--- src/design/vsrt_pkg.sv ---
`default_nettype none

package vsrt_pkg;

  localparam int SPRITE_BYTES = 256;

  localparam logic [1:0] CMD_TICK  = 2'd0;
  localparam logic [1:0] CMD_WRITE = 2'd1;
  localparam logic [1:0] CMD_READ  = 2'd2;

  localparam logic [2:0] REG_CTRL     = 3'd0;
  localparam logic [2:0] REG_MASK     = 3'd1;
  localparam logic [2:0] REG_STATUS   = 3'd2;
  localparam logic [2:0] REG_SPR_ADDR = 3'd3;
  localparam logic [2:0] REG_SPR_DATA = 3'd4;
  localparam logic [2:0] REG_SCROLL   = 3'd5;
  localparam logic [2:0] REG_ADDR     = 3'd6;
  localparam logic [2:0] REG_DATA     = 3'd7;

  localparam logic [8:0] DOT_LAST     = 9'd340;
  localparam logic [8:0] LINE_LAST    = 9'd261;
  localparam logic [8:0] LINE_VBLANK  = 9'd241;
  localparam logic [8:0] LINE_VISIBLE = 9'd240;

  typedef struct packed {
    logic [7:0]  read_data;
    logic [13:0] vram_addr;
    logic        vram_write;
    logic        vram_read;
    logic [7:0]  vram_wdata;
    logic        nmi;
    logic [2:0]  fine_x;
    logic [8:0]  line_num;
    logic [8:0]  dot_num;
    logic        spr_rd;
  } res_t;

  typedef struct packed {
    logic       we;
    logic       re;
    logic [7:0] addr;
    logic [7:0] wdata;
  } spr_req_t;

endpackage

`default_nettype wire

--- src/design/vsrt_if.sv ---
`default_nettype none

interface vsrt_in_if;
  logic       valid;
  logic       ready;
  logic [1:0] cmd;
  logic [2:0] reg_sel;
  logic [7:0] wdata;

  modport source (output valid, cmd, reg_sel, wdata, input ready);
  modport sink   (input valid, cmd, reg_sel, wdata, output ready);
endinterface

interface vsrt_out_if;
  logic        valid;
  logic        ready;
  logic [7:0]  read_data;
  logic [13:0] vram_addr;
  logic        vram_write;
  logic        vram_read;
  logic [7:0]  vram_wdata;
  logic        nmi;
  logic [2:0]  fine_x;
  logic [8:0]  line_num;
  logic [8:0]  dot_num;

  modport source (output valid, read_data, vram_addr, vram_write, vram_read, vram_wdata,
                  nmi, fine_x, line_num, dot_num, input ready);
  modport sink   (input valid, read_data, vram_addr, vram_write, vram_read, vram_wdata,
                  nmi, fine_x, line_num, dot_num, output ready);
endinterface

`default_nettype wire

--- src/design/vsrt_ram.sv ---
`default_nettype none

module vsrt_ram #(
  parameter int WIDTH = 8,
  parameter int DEPTH = 256
) (
  input  wire logic                     clk,
  input  wire logic                     we,
  input  wire logic [$clog2(DEPTH)-1:0] waddr,
  input  wire logic [WIDTH-1:0]         wdata,
  input  wire logic                     re,
  input  wire logic [$clog2(DEPTH)-1:0] raddr,
  output logic      [WIDTH-1:0]         rdata
);

  logic [WIDTH-1:0] mem_r [DEPTH];

  always_ff @(posedge clk) begin
    if (we) begin
      mem_r[waddr] <= wdata;
    end
    if (re) begin
      rdata <= mem_r[raddr];
    end
  end

endmodule

`default_nettype wire

--- src/design/vsrt_spr.sv ---
`default_nettype none

module vsrt_spr #(
  parameter int SPRITE_BYTES = vsrt_pkg::SPRITE_BYTES
) (
  input  wire logic                clk,
  input  wire logic                rst_n,
  input  wire vsrt_pkg::spr_req_t  req,
  output logic [7:0]               rdata
);

  localparam int AW = $clog2(SPRITE_BYTES);

  logic [SPRITE_BYTES-1:0] valid_r;
  logic                    vld_rd_r;
  logic [7:0]              ram_q;
  logic [AW-1:0]           idx;

  assign idx = req.addr[AW-1:0];

  vsrt_ram #(
    .WIDTH (8),
    .DEPTH (SPRITE_BYTES)
  ) u_ram (
    .clk   (clk),
    .we    (req.we),
    .waddr (idx),
    .wdata (req.wdata),
    .re    (req.re),
    .raddr (idx),
    .rdata (ram_q)
  );

  // An entry never written since reset reads as zero.
  always_ff @(posedge clk) begin
    if (!rst_n) begin
      valid_r  <= '0;
      vld_rd_r <= 1'b0;
    end else begin
      if (req.we) begin
        valid_r[idx] <= 1'b1;
      end
      if (req.re) begin
        vld_rd_r <= valid_r[idx];
      end
    end
  end

  assign rdata = vld_rd_r ? ram_q : 8'd0;

endmodule

`default_nettype wire

--- src/design/vsrt_ctrl.sv ---
`default_nettype none

module vsrt_ctrl (
  input  wire logic               clk,
  input  wire logic               rst_n,
  input  wire logic               fire,
  input  wire logic [1:0]         cmd,
  input  wire logic [2:0]         reg_sel,
  input  wire logic [7:0]         wdata,
  output vsrt_pkg::res_t          res,
  output vsrt_pkg::spr_req_t      spr_req
);

  localparam logic [14:0] HORZ_MASK = 15'h041F;
  localparam logic [14:0] VERT_MASK = 15'h7BE0;
  localparam logic [4:0]  ROW_LAST  = 5'd29;
  localparam logic [4:0]  ROW_MAX   = 5'd31;

  logic [15:0] cur_addr_r, cur_addr_nxt;
  logic [14:0] tmp_addr_r, tmp_addr_nxt;
  logic [2:0]  fine_r, fine_nxt;
  logic        second_r, second_nxt;
  logic [7:0]  ctrl_r, ctrl_nxt;
  logic [7:0]  mask_r, mask_nxt;
  logic [2:0]  status_r, status_nxt;
  logic [7:0]  sprite_ptr_r, sprite_ptr_nxt;
  logic [8:0]  dot_r, dot_nxt;
  logic [8:0]  line_r, line_nxt;
  logic        odd_r, odd_nxt;

  logic        drawing;
  logic        render_line;
  logic        fetch;
  logic [15:0] addr_col;
  logic [15:0] addr_row;
  logic [15:0] addr_tick;
  logic [15:0] addr_step;

  function automatic logic [15:0] step_column(input logic [15:0] a);
    logic [15:0] b;
    b = a;
    if (a[4:0] == 5'h1F) begin
      b[4:0] = 5'd0;
      b[10]  = ~a[10];
    end else begin
      b = a + 16'd1;
    end
    return b;
  endfunction

  function automatic logic [15:0] step_row(input logic [15:0] a);
    logic [15:0] b;
    logic [4:0]  row;
    b   = a;
    row = a[9:5];
    if (a[14:12] != 3'b111) begin
      b = a + 16'h1000;
    end else begin
      b[14:12] = 3'd0;
      if (row == ROW_LAST) begin
        row   = 5'd0;
        b[11] = ~a[11];
      end else if (row == ROW_MAX) begin
        row = 5'd0;
      end else begin
        row = row + 5'd1;
      end
      b[9:5] = row;
    end
    return b;
  endfunction

  assign drawing     = |mask_r[4:3];
  assign render_line = drawing && ((line_r < vsrt_pkg::LINE_VISIBLE) ||
                                   (line_r == vsrt_pkg::LINE_LAST));
  assign addr_step   = cur_addr_r + (ctrl_r[2] ? 16'd32 : 16'd1);

  always_comb begin
    case (dot_r) inside
      [9'd1:9'd256], [9'd321:9'd336]: fetch = 1'b1;
      default:                        fetch = 1'b0;
    endcase
  end

  always_comb begin
    addr_col  = (fetch && dot_r[2:0] == 3'd0) ? step_column(cur_addr_r) : cur_addr_r;
    addr_row  = (dot_r == 9'd256) ? step_row(addr_col) : addr_col;
    addr_tick = addr_row;
    if (dot_r == 9'd257) begin
      addr_tick = (addr_row & ~{1'b0, HORZ_MASK}) | {1'b0, tmp_addr_r & HORZ_MASK};
    end
    if (line_r == vsrt_pkg::LINE_LAST && dot_r >= 9'd280 && dot_r <= 9'd304) begin
      addr_tick = (addr_row & ~{1'b0, VERT_MASK}) | {1'b0, tmp_addr_r & VERT_MASK};
    end
  end

  always_comb begin
    cur_addr_nxt   = cur_addr_r;
    tmp_addr_nxt   = tmp_addr_r;
    fine_nxt       = fine_r;
    second_nxt     = second_r;
    ctrl_nxt       = ctrl_r;
    mask_nxt       = mask_r;
    status_nxt     = status_r;
    sprite_ptr_nxt = sprite_ptr_r;
    dot_nxt        = dot_r;
    line_nxt       = line_r;
    odd_nxt        = odd_r;
    res            = '0;
    spr_req        = '0;
    spr_req.addr   = sprite_ptr_r;
    spr_req.wdata  = wdata;

    case (cmd)
      vsrt_pkg::CMD_TICK: begin
        if (render_line) begin
          cur_addr_nxt = addr_tick;
        end
        if (line_r == vsrt_pkg::LINE_VBLANK && dot_r == 9'd1) begin
          status_nxt[2] = 1'b1;
          res.nmi       = ctrl_r[7];
        end
        if (line_r == vsrt_pkg::LINE_LAST && dot_r == 9'd1) begin
          status_nxt = 3'd0;
        end
        if (dot_r >= vsrt_pkg::DOT_LAST) begin
          dot_nxt = 9'd0;
          if (line_r >= vsrt_pkg::LINE_LAST) begin
            line_nxt = 9'd0;
            odd_nxt  = ~odd_r;
            if (!odd_r && drawing) begin
              dot_nxt = 9'd1;
            end
          end else begin
            line_nxt = line_r + 9'd1;
          end
        end else begin
          dot_nxt = dot_r + 9'd1;
        end
      end
      vsrt_pkg::CMD_WRITE: begin
        case (reg_sel)
          vsrt_pkg::REG_CTRL: begin
            ctrl_nxt            = wdata;
            tmp_addr_nxt[11:10] = wdata[1:0];
          end
          vsrt_pkg::REG_MASK: begin
            mask_nxt = wdata;
          end
          vsrt_pkg::REG_SPR_ADDR: begin
            sprite_ptr_nxt = wdata;
          end
          vsrt_pkg::REG_SPR_DATA: begin
            spr_req.we     = fire;
            sprite_ptr_nxt = sprite_ptr_r + 8'd1;
          end
          vsrt_pkg::REG_SCROLL: begin
            if (!second_r) begin
              tmp_addr_nxt[4:0] = wdata[7:3];
              fine_nxt          = wdata[2:0];
            end else begin
              tmp_addr_nxt[9:5]   = wdata[7:3];
              tmp_addr_nxt[14:12] = wdata[2:0];
            end
            second_nxt = ~second_r;
          end
          vsrt_pkg::REG_ADDR: begin
            if (!second_r) begin
              tmp_addr_nxt[14]   = 1'b0;
              tmp_addr_nxt[13:8] = wdata[5:0];
            end else begin
              tmp_addr_nxt[7:0] = wdata;
              cur_addr_nxt      = {1'b0, tmp_addr_r[14:8], wdata};
            end
            second_nxt = ~second_r;
          end
          vsrt_pkg::REG_DATA: begin
            res.vram_addr  = cur_addr_r[13:0];
            res.vram_write = 1'b1;
            res.vram_wdata = wdata;
            cur_addr_nxt   = addr_step;
          end
          default: begin
          end
        endcase
      end
      vsrt_pkg::CMD_READ: begin
        case (reg_sel)
          vsrt_pkg::REG_STATUS: begin
            res.read_data = {status_r, 5'd0};
            status_nxt[2] = 1'b0;
            second_nxt    = 1'b0;
          end
          vsrt_pkg::REG_SPR_DATA: begin
            spr_req.re = fire;
            res.spr_rd = 1'b1;
          end
          vsrt_pkg::REG_DATA: begin
            res.vram_addr = cur_addr_r[13:0];
            res.vram_read = 1'b1;
            cur_addr_nxt  = addr_step;
          end
          default: begin
          end
        endcase
      end
      default: begin
      end
    endcase

    res.fine_x   = fine_nxt;
    res.line_num = line_nxt;
    res.dot_num  = dot_nxt;
  end

  always_ff @(posedge clk) begin
    if (!rst_n) begin
      cur_addr_r   <= '0;
      tmp_addr_r   <= '0;
      fine_r       <= '0;
      second_r     <= 1'b0;
      ctrl_r       <= '0;
      mask_r       <= '0;
      status_r     <= 3'b101;
      sprite_ptr_r <= '0;
      dot_r        <= '0;
      line_r       <= vsrt_pkg::LINE_LAST;
      odd_r        <= 1'b0;
    end else if (fire) begin
      cur_addr_r   <= cur_addr_nxt;
      tmp_addr_r   <= tmp_addr_nxt;
      fine_r       <= fine_nxt;
      second_r     <= second_nxt;
      ctrl_r       <= ctrl_nxt;
      mask_r       <= mask_nxt;
      status_r     <= status_nxt;
      sprite_ptr_r <= sprite_ptr_nxt;
      dot_r        <= dot_nxt;
      line_r       <= line_nxt;
      odd_r        <= odd_nxt;
    end
  end

  a_dot_range: assert property (@(posedge clk) disable iff (!rst_n)
    dot_r <= vsrt_pkg::DOT_LAST)
    else $error("dot counter out of range");

  a_line_range: assert property (@(posedge clk) disable iff (!rst_n)
    line_r <= vsrt_pkg::LINE_LAST)
    else $error("line counter out of range");

  a_vblank_set: assert property (@(posedge clk) disable iff (!rst_n)
    (fire && cmd == vsrt_pkg::CMD_TICK && line_r == vsrt_pkg::LINE_VBLANK && dot_r == 9'd1)
    |=> status_r[2])
    else $error("vblank flag not set at start of vertical blank");

  a_addr_load: assert property (@(posedge clk) disable iff (!rst_n)
    (fire && cmd == vsrt_pkg::CMD_WRITE && reg_sel == vsrt_pkg::REG_ADDR && second_r)
    |=> (cur_addr_r == {1'b0, tmp_addr_r}) && !second_r)
    else $error("address register second write did not load the current address");

endmodule

`default_nettype wire

--- src/design/video_scroll_register_timing_top.sv ---
`default_nettype none

// Register file, scroll address logic and frame timing of a tile video unit. Each input
// beat is a dot tick, a register write or a register read, and each one yields exactly one
// result beat carrying the access strobes, the interrupt pulse and the counters after it.
// A new beat is accepted every clock cycle unless output back-pressure stalls it; its
// result is held first in a stage register, beside the registered sprite memory read, and
// then in the output register. The sprite memory keeps a valid bit per byte, so it reads
// as zero after reset without any clearing pass.
module video_scroll_register_timing_top #(
  parameter int SPRITE_BYTES = vsrt_pkg::SPRITE_BYTES
) (
  input wire logic  clk,
  input wire logic  rst_n,
  vsrt_in_if.sink   in_ch,
  vsrt_out_if.source out_ch
);

  logic               fire;
  logic               in_ready;
  logic               s1_move;
  logic               s1_v_r, s1_v_nxt;
  logic               out_v_r, out_v_nxt;
  vsrt_pkg::res_t     ctrl_res;
  vsrt_pkg::res_t     s1_res_r;
  vsrt_pkg::res_t     out_res_r, out_res_nxt;
  vsrt_pkg::spr_req_t spr_req;
  logic [7:0]         spr_rdata;

  assign in_ready    = !s1_v_r || !out_v_r || out_ch.ready;
  assign in_ch.ready = in_ready;
  assign fire        = in_ch.valid && in_ready;
  assign s1_move     = s1_v_r && (!out_v_r || out_ch.ready);

  vsrt_ctrl u_ctrl (
    .clk     (clk),
    .rst_n   (rst_n),
    .fire    (fire),
    .cmd     (in_ch.cmd),
    .reg_sel (in_ch.reg_sel),
    .wdata   (in_ch.wdata),
    .res     (ctrl_res),
    .spr_req (spr_req)
  );

  vsrt_spr #(
    .SPRITE_BYTES (SPRITE_BYTES)
  ) u_spr (
    .clk   (clk),
    .rst_n (rst_n),
    .req   (spr_req),
    .rdata (spr_rdata)
  );

  always_comb begin
    s1_v_nxt = s1_v_r;
    if (fire) begin
      s1_v_nxt = 1'b1;
    end else if (s1_move) begin
      s1_v_nxt = 1'b0;
    end

    out_v_nxt = out_v_r;
    if (s1_move) begin
      out_v_nxt = 1'b1;
    end else if (out_ch.ready) begin
      out_v_nxt = 1'b0;
    end

    out_res_nxt = s1_res_r;
    if (s1_res_r.spr_rd) begin
      out_res_nxt.read_data = spr_rdata;
    end
  end

  always_ff @(posedge clk) begin
    if (!rst_n) begin
      s1_v_r  <= 1'b0;
      out_v_r <= 1'b0;
    end else begin
      s1_v_r  <= s1_v_nxt;
      out_v_r <= out_v_nxt;
    end
  end

  always_ff @(posedge clk) begin
    if (fire) begin
      s1_res_r <= ctrl_res;
    end
    if (s1_move) begin
      out_res_r <= out_res_nxt;
    end
  end

  assign out_ch.valid      = out_v_r;
  assign out_ch.read_data  = out_res_r.read_data;
  assign out_ch.vram_addr  = out_res_r.vram_addr;
  assign out_ch.vram_write = out_res_r.vram_write;
  assign out_ch.vram_read  = out_res_r.vram_read;
  assign out_ch.vram_wdata = out_res_r.vram_wdata;
  assign out_ch.nmi        = out_res_r.nmi;
  assign out_ch.fine_x     = out_res_r.fine_x;
  assign out_ch.line_num   = out_res_r.line_num;
  assign out_ch.dot_num    = out_res_r.dot_num;

endmodule

`default_nettype wire
--- src/flat_wrapper.sv ---
// flat-port wrapper written by rule: the top's interface ports become plain ports
module video_scroll_register_timing_top_flat 
#(
  parameter int SPRITE_BYTES = vsrt_pkg::SPRITE_BYTES
)
  (clk, rst_n, in_ch_valid, in_ch_cmd, in_ch_reg_sel, in_ch_wdata, in_ch_ready, out_ch_valid, out_ch_read_data, out_ch_vram_addr, out_ch_vram_write, out_ch_vram_read, out_ch_vram_wdata, out_ch_nmi, out_ch_fine_x, out_ch_line_num, out_ch_dot_num, out_ch_ready);
  vsrt_in_if in_ch_i ();
  vsrt_out_if out_ch_i ();
  input wire logic clk;
  input wire logic rst_n;
  input wire logic [$bits(in_ch_i.valid)-1:0] in_ch_valid;
  input wire logic [$bits(in_ch_i.cmd)-1:0] in_ch_cmd;
  input wire logic [$bits(in_ch_i.reg_sel)-1:0] in_ch_reg_sel;
  input wire logic [$bits(in_ch_i.wdata)-1:0] in_ch_wdata;
  output wire logic [$bits(in_ch_i.ready)-1:0] in_ch_ready;
  output wire logic [$bits(out_ch_i.valid)-1:0] out_ch_valid;
  output wire logic [$bits(out_ch_i.read_data)-1:0] out_ch_read_data;
  output wire logic [$bits(out_ch_i.vram_addr)-1:0] out_ch_vram_addr;
  output wire logic [$bits(out_ch_i.vram_write)-1:0] out_ch_vram_write;
  output wire logic [$bits(out_ch_i.vram_read)-1:0] out_ch_vram_read;
  output wire logic [$bits(out_ch_i.vram_wdata)-1:0] out_ch_vram_wdata;
  output wire logic [$bits(out_ch_i.nmi)-1:0] out_ch_nmi;
  output wire logic [$bits(out_ch_i.fine_x)-1:0] out_ch_fine_x;
  output wire logic [$bits(out_ch_i.line_num)-1:0] out_ch_line_num;
  output wire logic [$bits(out_ch_i.dot_num)-1:0] out_ch_dot_num;
  input wire logic [$bits(out_ch_i.ready)-1:0] out_ch_ready;
  assign in_ch_i.valid = in_ch_valid;
  assign in_ch_i.cmd = in_ch_cmd;
  assign in_ch_i.reg_sel = in_ch_reg_sel;
  assign in_ch_i.wdata = in_ch_wdata;
  assign in_ch_ready = in_ch_i.ready;
  assign out_ch_valid = out_ch_i.valid;
  assign out_ch_read_data = out_ch_i.read_data;
  assign out_ch_vram_addr = out_ch_i.vram_addr;
  assign out_ch_vram_write = out_ch_i.vram_write;
  assign out_ch_vram_read = out_ch_i.vram_read;
  assign out_ch_vram_wdata = out_ch_i.vram_wdata;
  assign out_ch_nmi = out_ch_i.nmi;
  assign out_ch_fine_x = out_ch_i.fine_x;
  assign out_ch_line_num = out_ch_i.line_num;
  assign out_ch_dot_num = out_ch_i.dot_num;
  assign out_ch_i.ready = out_ch_ready;
  video_scroll_register_timing_top #(.SPRITE_BYTES(SPRITE_BYTES)) u_core (.clk(clk), .rst_n(rst_n), .in_ch(in_ch_i), .out_ch(out_ch_i));
endmodule
--- config.mk ---
export PLATFORM = sky130hd
export DESIGN_NAME = video_scroll_register_timing_top_flat
export DESIGN_NICKNAME = d
export VERILOG_FILES = /design/src/design/vsrt_pkg.sv /design/src/design/vsrt_if.sv /design/src/design/vsrt_ram.sv /design/src/design/vsrt_spr.sv /design/src/design/vsrt_ctrl.sv /design/src/design/video_scroll_register_timing_top.sv /design/src/flat_wrapper.sv
export SDC_FILE = /design/constraint.sdc
export NUM_CORES = 2
export LEC_CHECK = 0
export ABC_CLOCK_PERIOD_IN_PS = 7800
export BUFFER_PORTS_ARGS = -buffer_cell sky130_fd_sc_hd__buf_2
export CAP_MARGIN = 20
export CORE_MARGIN = 1
export CORE_UTILIZATION = 60
export DETAILED_ROUTE_END_ITERATION = 16
export GPL_ROUTABILITY_DRIVEN = 0
export PLACE_DENSITY = 0.76
export SLEW_MARGIN = 20
export SYNTH_ARGS = -nofsm -noshare
export SYNTH_HDL_FRONTEND = slang
export SYNTH_HIERARCHICAL = 1
export SYNTH_SLANG_ARGS = --single-unit
--- constraint.sdc ---
create_clock -name clk -period 7.8 [get_ports clk]
set_input_delay 0.39 -clock clk [delete_from_list [all_inputs] [get_ports clk]]
set_output_delay 0.39 -clock clk [all_outputs]
set_load 0.1 [all_outputs]
==> metrics.csv <==
metric,value,unit
place_hpwl,142200,um
ys_ff_latch,2491,
drive_above_1_share,18.23,%
synth_cell_types,94,
min_path_type,in -> reg,
ant_nets,0,
nets,5760,
start_kind,flip-flop,
syn-mean-instance-area,17.41,um2
clock.fmax,0.2083,GHz
synth_edf_count,2165,
comb_power_share,2.8,%
cpPeakStageDelay,0.87,ns
core_area,164800,um2
reg2reg_slack,3.00,ns
cts_buffer_depth,3,
synth-warning-count,6,
synth_top_area_share,65.40,%
met1_length,93580,um
crit_top_cell,buf_12,
yosys-top-cells-count,"2,165 x edfxtp_1, 542 x nor2_1, 510 x mux4_2",
grt_start_max_net_pins,135,
ys.flop_type,edfxtp_1,
finalCriticalPeriod,4.801,ns
ys_async_sr_fraction,0,%
drt_iter0_drc,8157,
endpoint_kind,flip-flop,
skew,0.06787,ns
grt_antenna_before_repair,4,
grt_remaining_overflow,0,
clk_pin_slew_worst_paths,0.06,ns
wire_per_inst,30.18,um
crit_path_start,u_core/u_ctrl/sprite_ptr_r[0],
path_class,reg -> reg,
firstDrtPassIters,8,
arrival,5.41,ns
yosysMostFrequentCell,edfxtp_1,
die_h,409.0,um
wl_met2,114000,um
worst_slew_pin_slew,1.172,ns
timing.critical_path.to,u_core/u_spr/u_ram/rdata[3],
grtUsageTotal,29.14,%
p_per_area,244.3,nW/um2
post_cts_buffers,0,
port_buffers,72,
synth_area,99400,um2
yosys.area.top_type,edfxtp_1,
p_sw_share,20.74,%
final_util,66.24,%
setup_viol,0,
grt_pass1_wl,359300,um
cts_sinks,2491,
cts_tree,done,
clock_latency,0.90,ns
p_seq_share,54.5,%
reg2reg_to,u_core/u_spr/u_ram/rdata[3],
final-max-slew-violation-count,0,
rsz0062_at_grt,false,
routed_wl,244900,um
syn_inst,5709,
syn_to_final_growth,9.819,%
p_int,21.14,mW
whs,0.03624,ns
start_util,60.32,%
grt_pass1_vias,53880,
wl_met3,27330,um
cts_htree_levels,4,
rows,149,
p_leak,33.11,nW
num_vias,55560,
max_slew_margin,21.64,%
ir_drop,0.3035,mV
setup_tns,0,ns
ys_seq_area_share,71.97,%
drcViolationCount,0,
avgViaCountPerCell,6.845,
design.portCount,73,
critPathRequiredTime,8.41,ns
rr_worst_depth,8,
die_w,409.0,um
p_sw,5.530,mW
path_cells,"buf_12, buf_12, mux4_2, a22o_1, a221oi_1, o221ai_1, a211oi_1, nor4_1",
top_layer,met5,
p_clk_share,42.7,%
cts_root_buffer,clkbuf_16,
critPathMaxFanout,97,
drv_cap,0,
finalHoldViolations,0,
period_share,61.55,%
status,"complete, no violations",
synth_area_leaders,"edfxtp_1 65%, mux4_2 12%, dfxtp_1 6.6%, nor2_1 2.0%, mux2i_1 1.7%",
slowest_stage,a211oi_1,
r2r-start,u_core/u_ctrl/sprite_ptr_r[0],
die_area,167300,um2
cts-buffers-inserted,233,
[placed cells by master, fill, tap and decap left out, drive strengths merged, types with 10 or more instances in the layout]
cell type	synthesis	final
ha	20	20
a22oi	156	156
buf	178	153
nand4	18	18
a31oi	17	17
xor2	19	19
o221ai	48	48
o31ai	11	11
xnor2	10	10
o211ai	14	14
a21oi	259	259
a311oi	17	17
clkinv	1	101
nor4	38	38
and2	38	38
nor3	51	51
clkbuf	214	299
nand2b	25	25
o22ai	31	31
nor2b	170	170
nand3	84	84
dfxtp	326	326
inv	24	30
and3	26	26
mux2i	172	172
bufinv	0	25
mux2	14	14
a22o	16	16
mux4	512	512
nor2	542	542
o21a	147	147
clkinvlp	0	11
o21ai	64	64
a211oi	25	25
nand2	132	132
edfxtp	2165	2165
a221oi	19	19
[cell families (layout without fill, tap and decap cells)]
family	after synthesis	in the layout	synth area share, %
flops	2491	2491	71.97
simple gates	1176	1176	5.638
compound gates	877	877	6.027
mux	698	698	13.53
buf+inv	417	627	2.322
xor+xnor	29	29	0.2555
fa+ha+maj	20	20	0.2517
other cells	1	9	0.003773
[worst max-delay path, delay by kind of cell, from the launching register on]
kind | cells | cell delay, ns
mux | 1 | 0.60
buf+inv | 2 | 1.15
flops | 1 | 0.64
compound gates | 4 | 1.66
simple gates | 1 | 0.10
[per-stage QoR]
step | worst slack [ns] | std cells | power [mW] | instance area, um2
6_report | 2.999 | 8116 | 26.67 | 109200
5_1_grt | 2.786 | 8113 | 27.28 | 109200
4_1_cts | 3.022 | 8113 | 26.77 | 109100
3_5_place_dp | 3.031 | 7669 | 15.54 | 101300
3_3_place_gp | 3.084 | 7666 | 15.52 | 101200
2_1_floorplan | 1.569 | 5714 | 15.31 | 99420
[power by group through the flow]
stage	clock network, mW	registers [mW]	logic [mW]
floorplan	0	14.9	0.410
global route	12.0	14.5	0.775
finish	11.4	14.5	0.742
detailed placement	0	14.8	0.729
global placement	0	14.8	0.711
CTS	11.5	14.5	0.735
[sequential cells by signal (all words and copies together) (netlist names), 2 cells and up]
register,flops
u_core/u_ctrl/status_r,2
u_core/s1_res_r,8
u_core/out_ch.dot_num,9
u_core/u_spr/valid_r,256
u_core/u_ctrl/tmp_addr_r,15
u_core/u_ctrl/dot_r,9
u_core/out_res_nxt,47
u_core/out_ch.vram_addr,14
u_core/u_ctrl/sprite_ptr_r,8
u_core/u_ctrl/line_r,9
u_core/u_spr/u_ram/rdata,8
u_core/out_ch.line_num,9
u_core/u_ctrl/fine_r,3
u_core/u_ctrl/cur_addr_r,15
u_core/out_ch.read_data,8
u_core/u_ctrl/ctrl_r,2
u_core/u_ctrl/mask_r,2
u_core/out_ch.fine_x,3
u_core/u_spr/u_ram/mem_r,2048
u_core/out_ch.vram_wdata,8
[worst min path at each step]
stage | to | cells past startpoint | startpoint | slack, ns
floorplan | u_core/out_ch.dot_num[0] | 0 | u_core/out_res_nxt[1] | 0.40
global placement | u_core/out_ch.vram_wdata[4] | 0 | u_core/out_res_nxt[27] | 0.40
detailed placement | u_core/out_ch.dot_num[1] | 0 | u_core/out_res_nxt[2] | 0.40
CTS | u_core/u_ctrl/tmp_addr_r[14] | 4 | in_ch_reg_sel[2] | 0.06
global route | u_core/u_ctrl/tmp_addr_r[14] | 3 | in_ch_wdata[2] | 0.05
finish | u_core/u_ctrl/tmp_addr_r[14] | 3 | in_ch_wdata[2] | 0.04
[metal layers]
metal	vias to the layer above	GRT usage (%)
li1	22730	-
met1	28590	41.93
met2	3661	44.43
met3	575	5.650
met4	4	11.58
met5	-	0
[cell type report]
type / instances / area, um2
Tap cell: 2189 / 2739
Clock buffer: 294 / 6172
Multi-Input combinational cell: 2806 / 25680
Timing Repair Buffer: 166 / 1306
Clock inverter: 142 / 1598
Sequential cell: 2491 / 71560
Antenna cell: 3 / 7.507
Inverter: 25 / 93.84
Fill cell: 10460 / 55640
[timing repair]
| item | in CTS | in global routing |
|---|---|---|
| resized for setup | 0 | 0 |
| hold endpoints to repair | 38 | 0 |
| hold buffers | 8 | 0 |
Power figures use the tool's default switching activity.
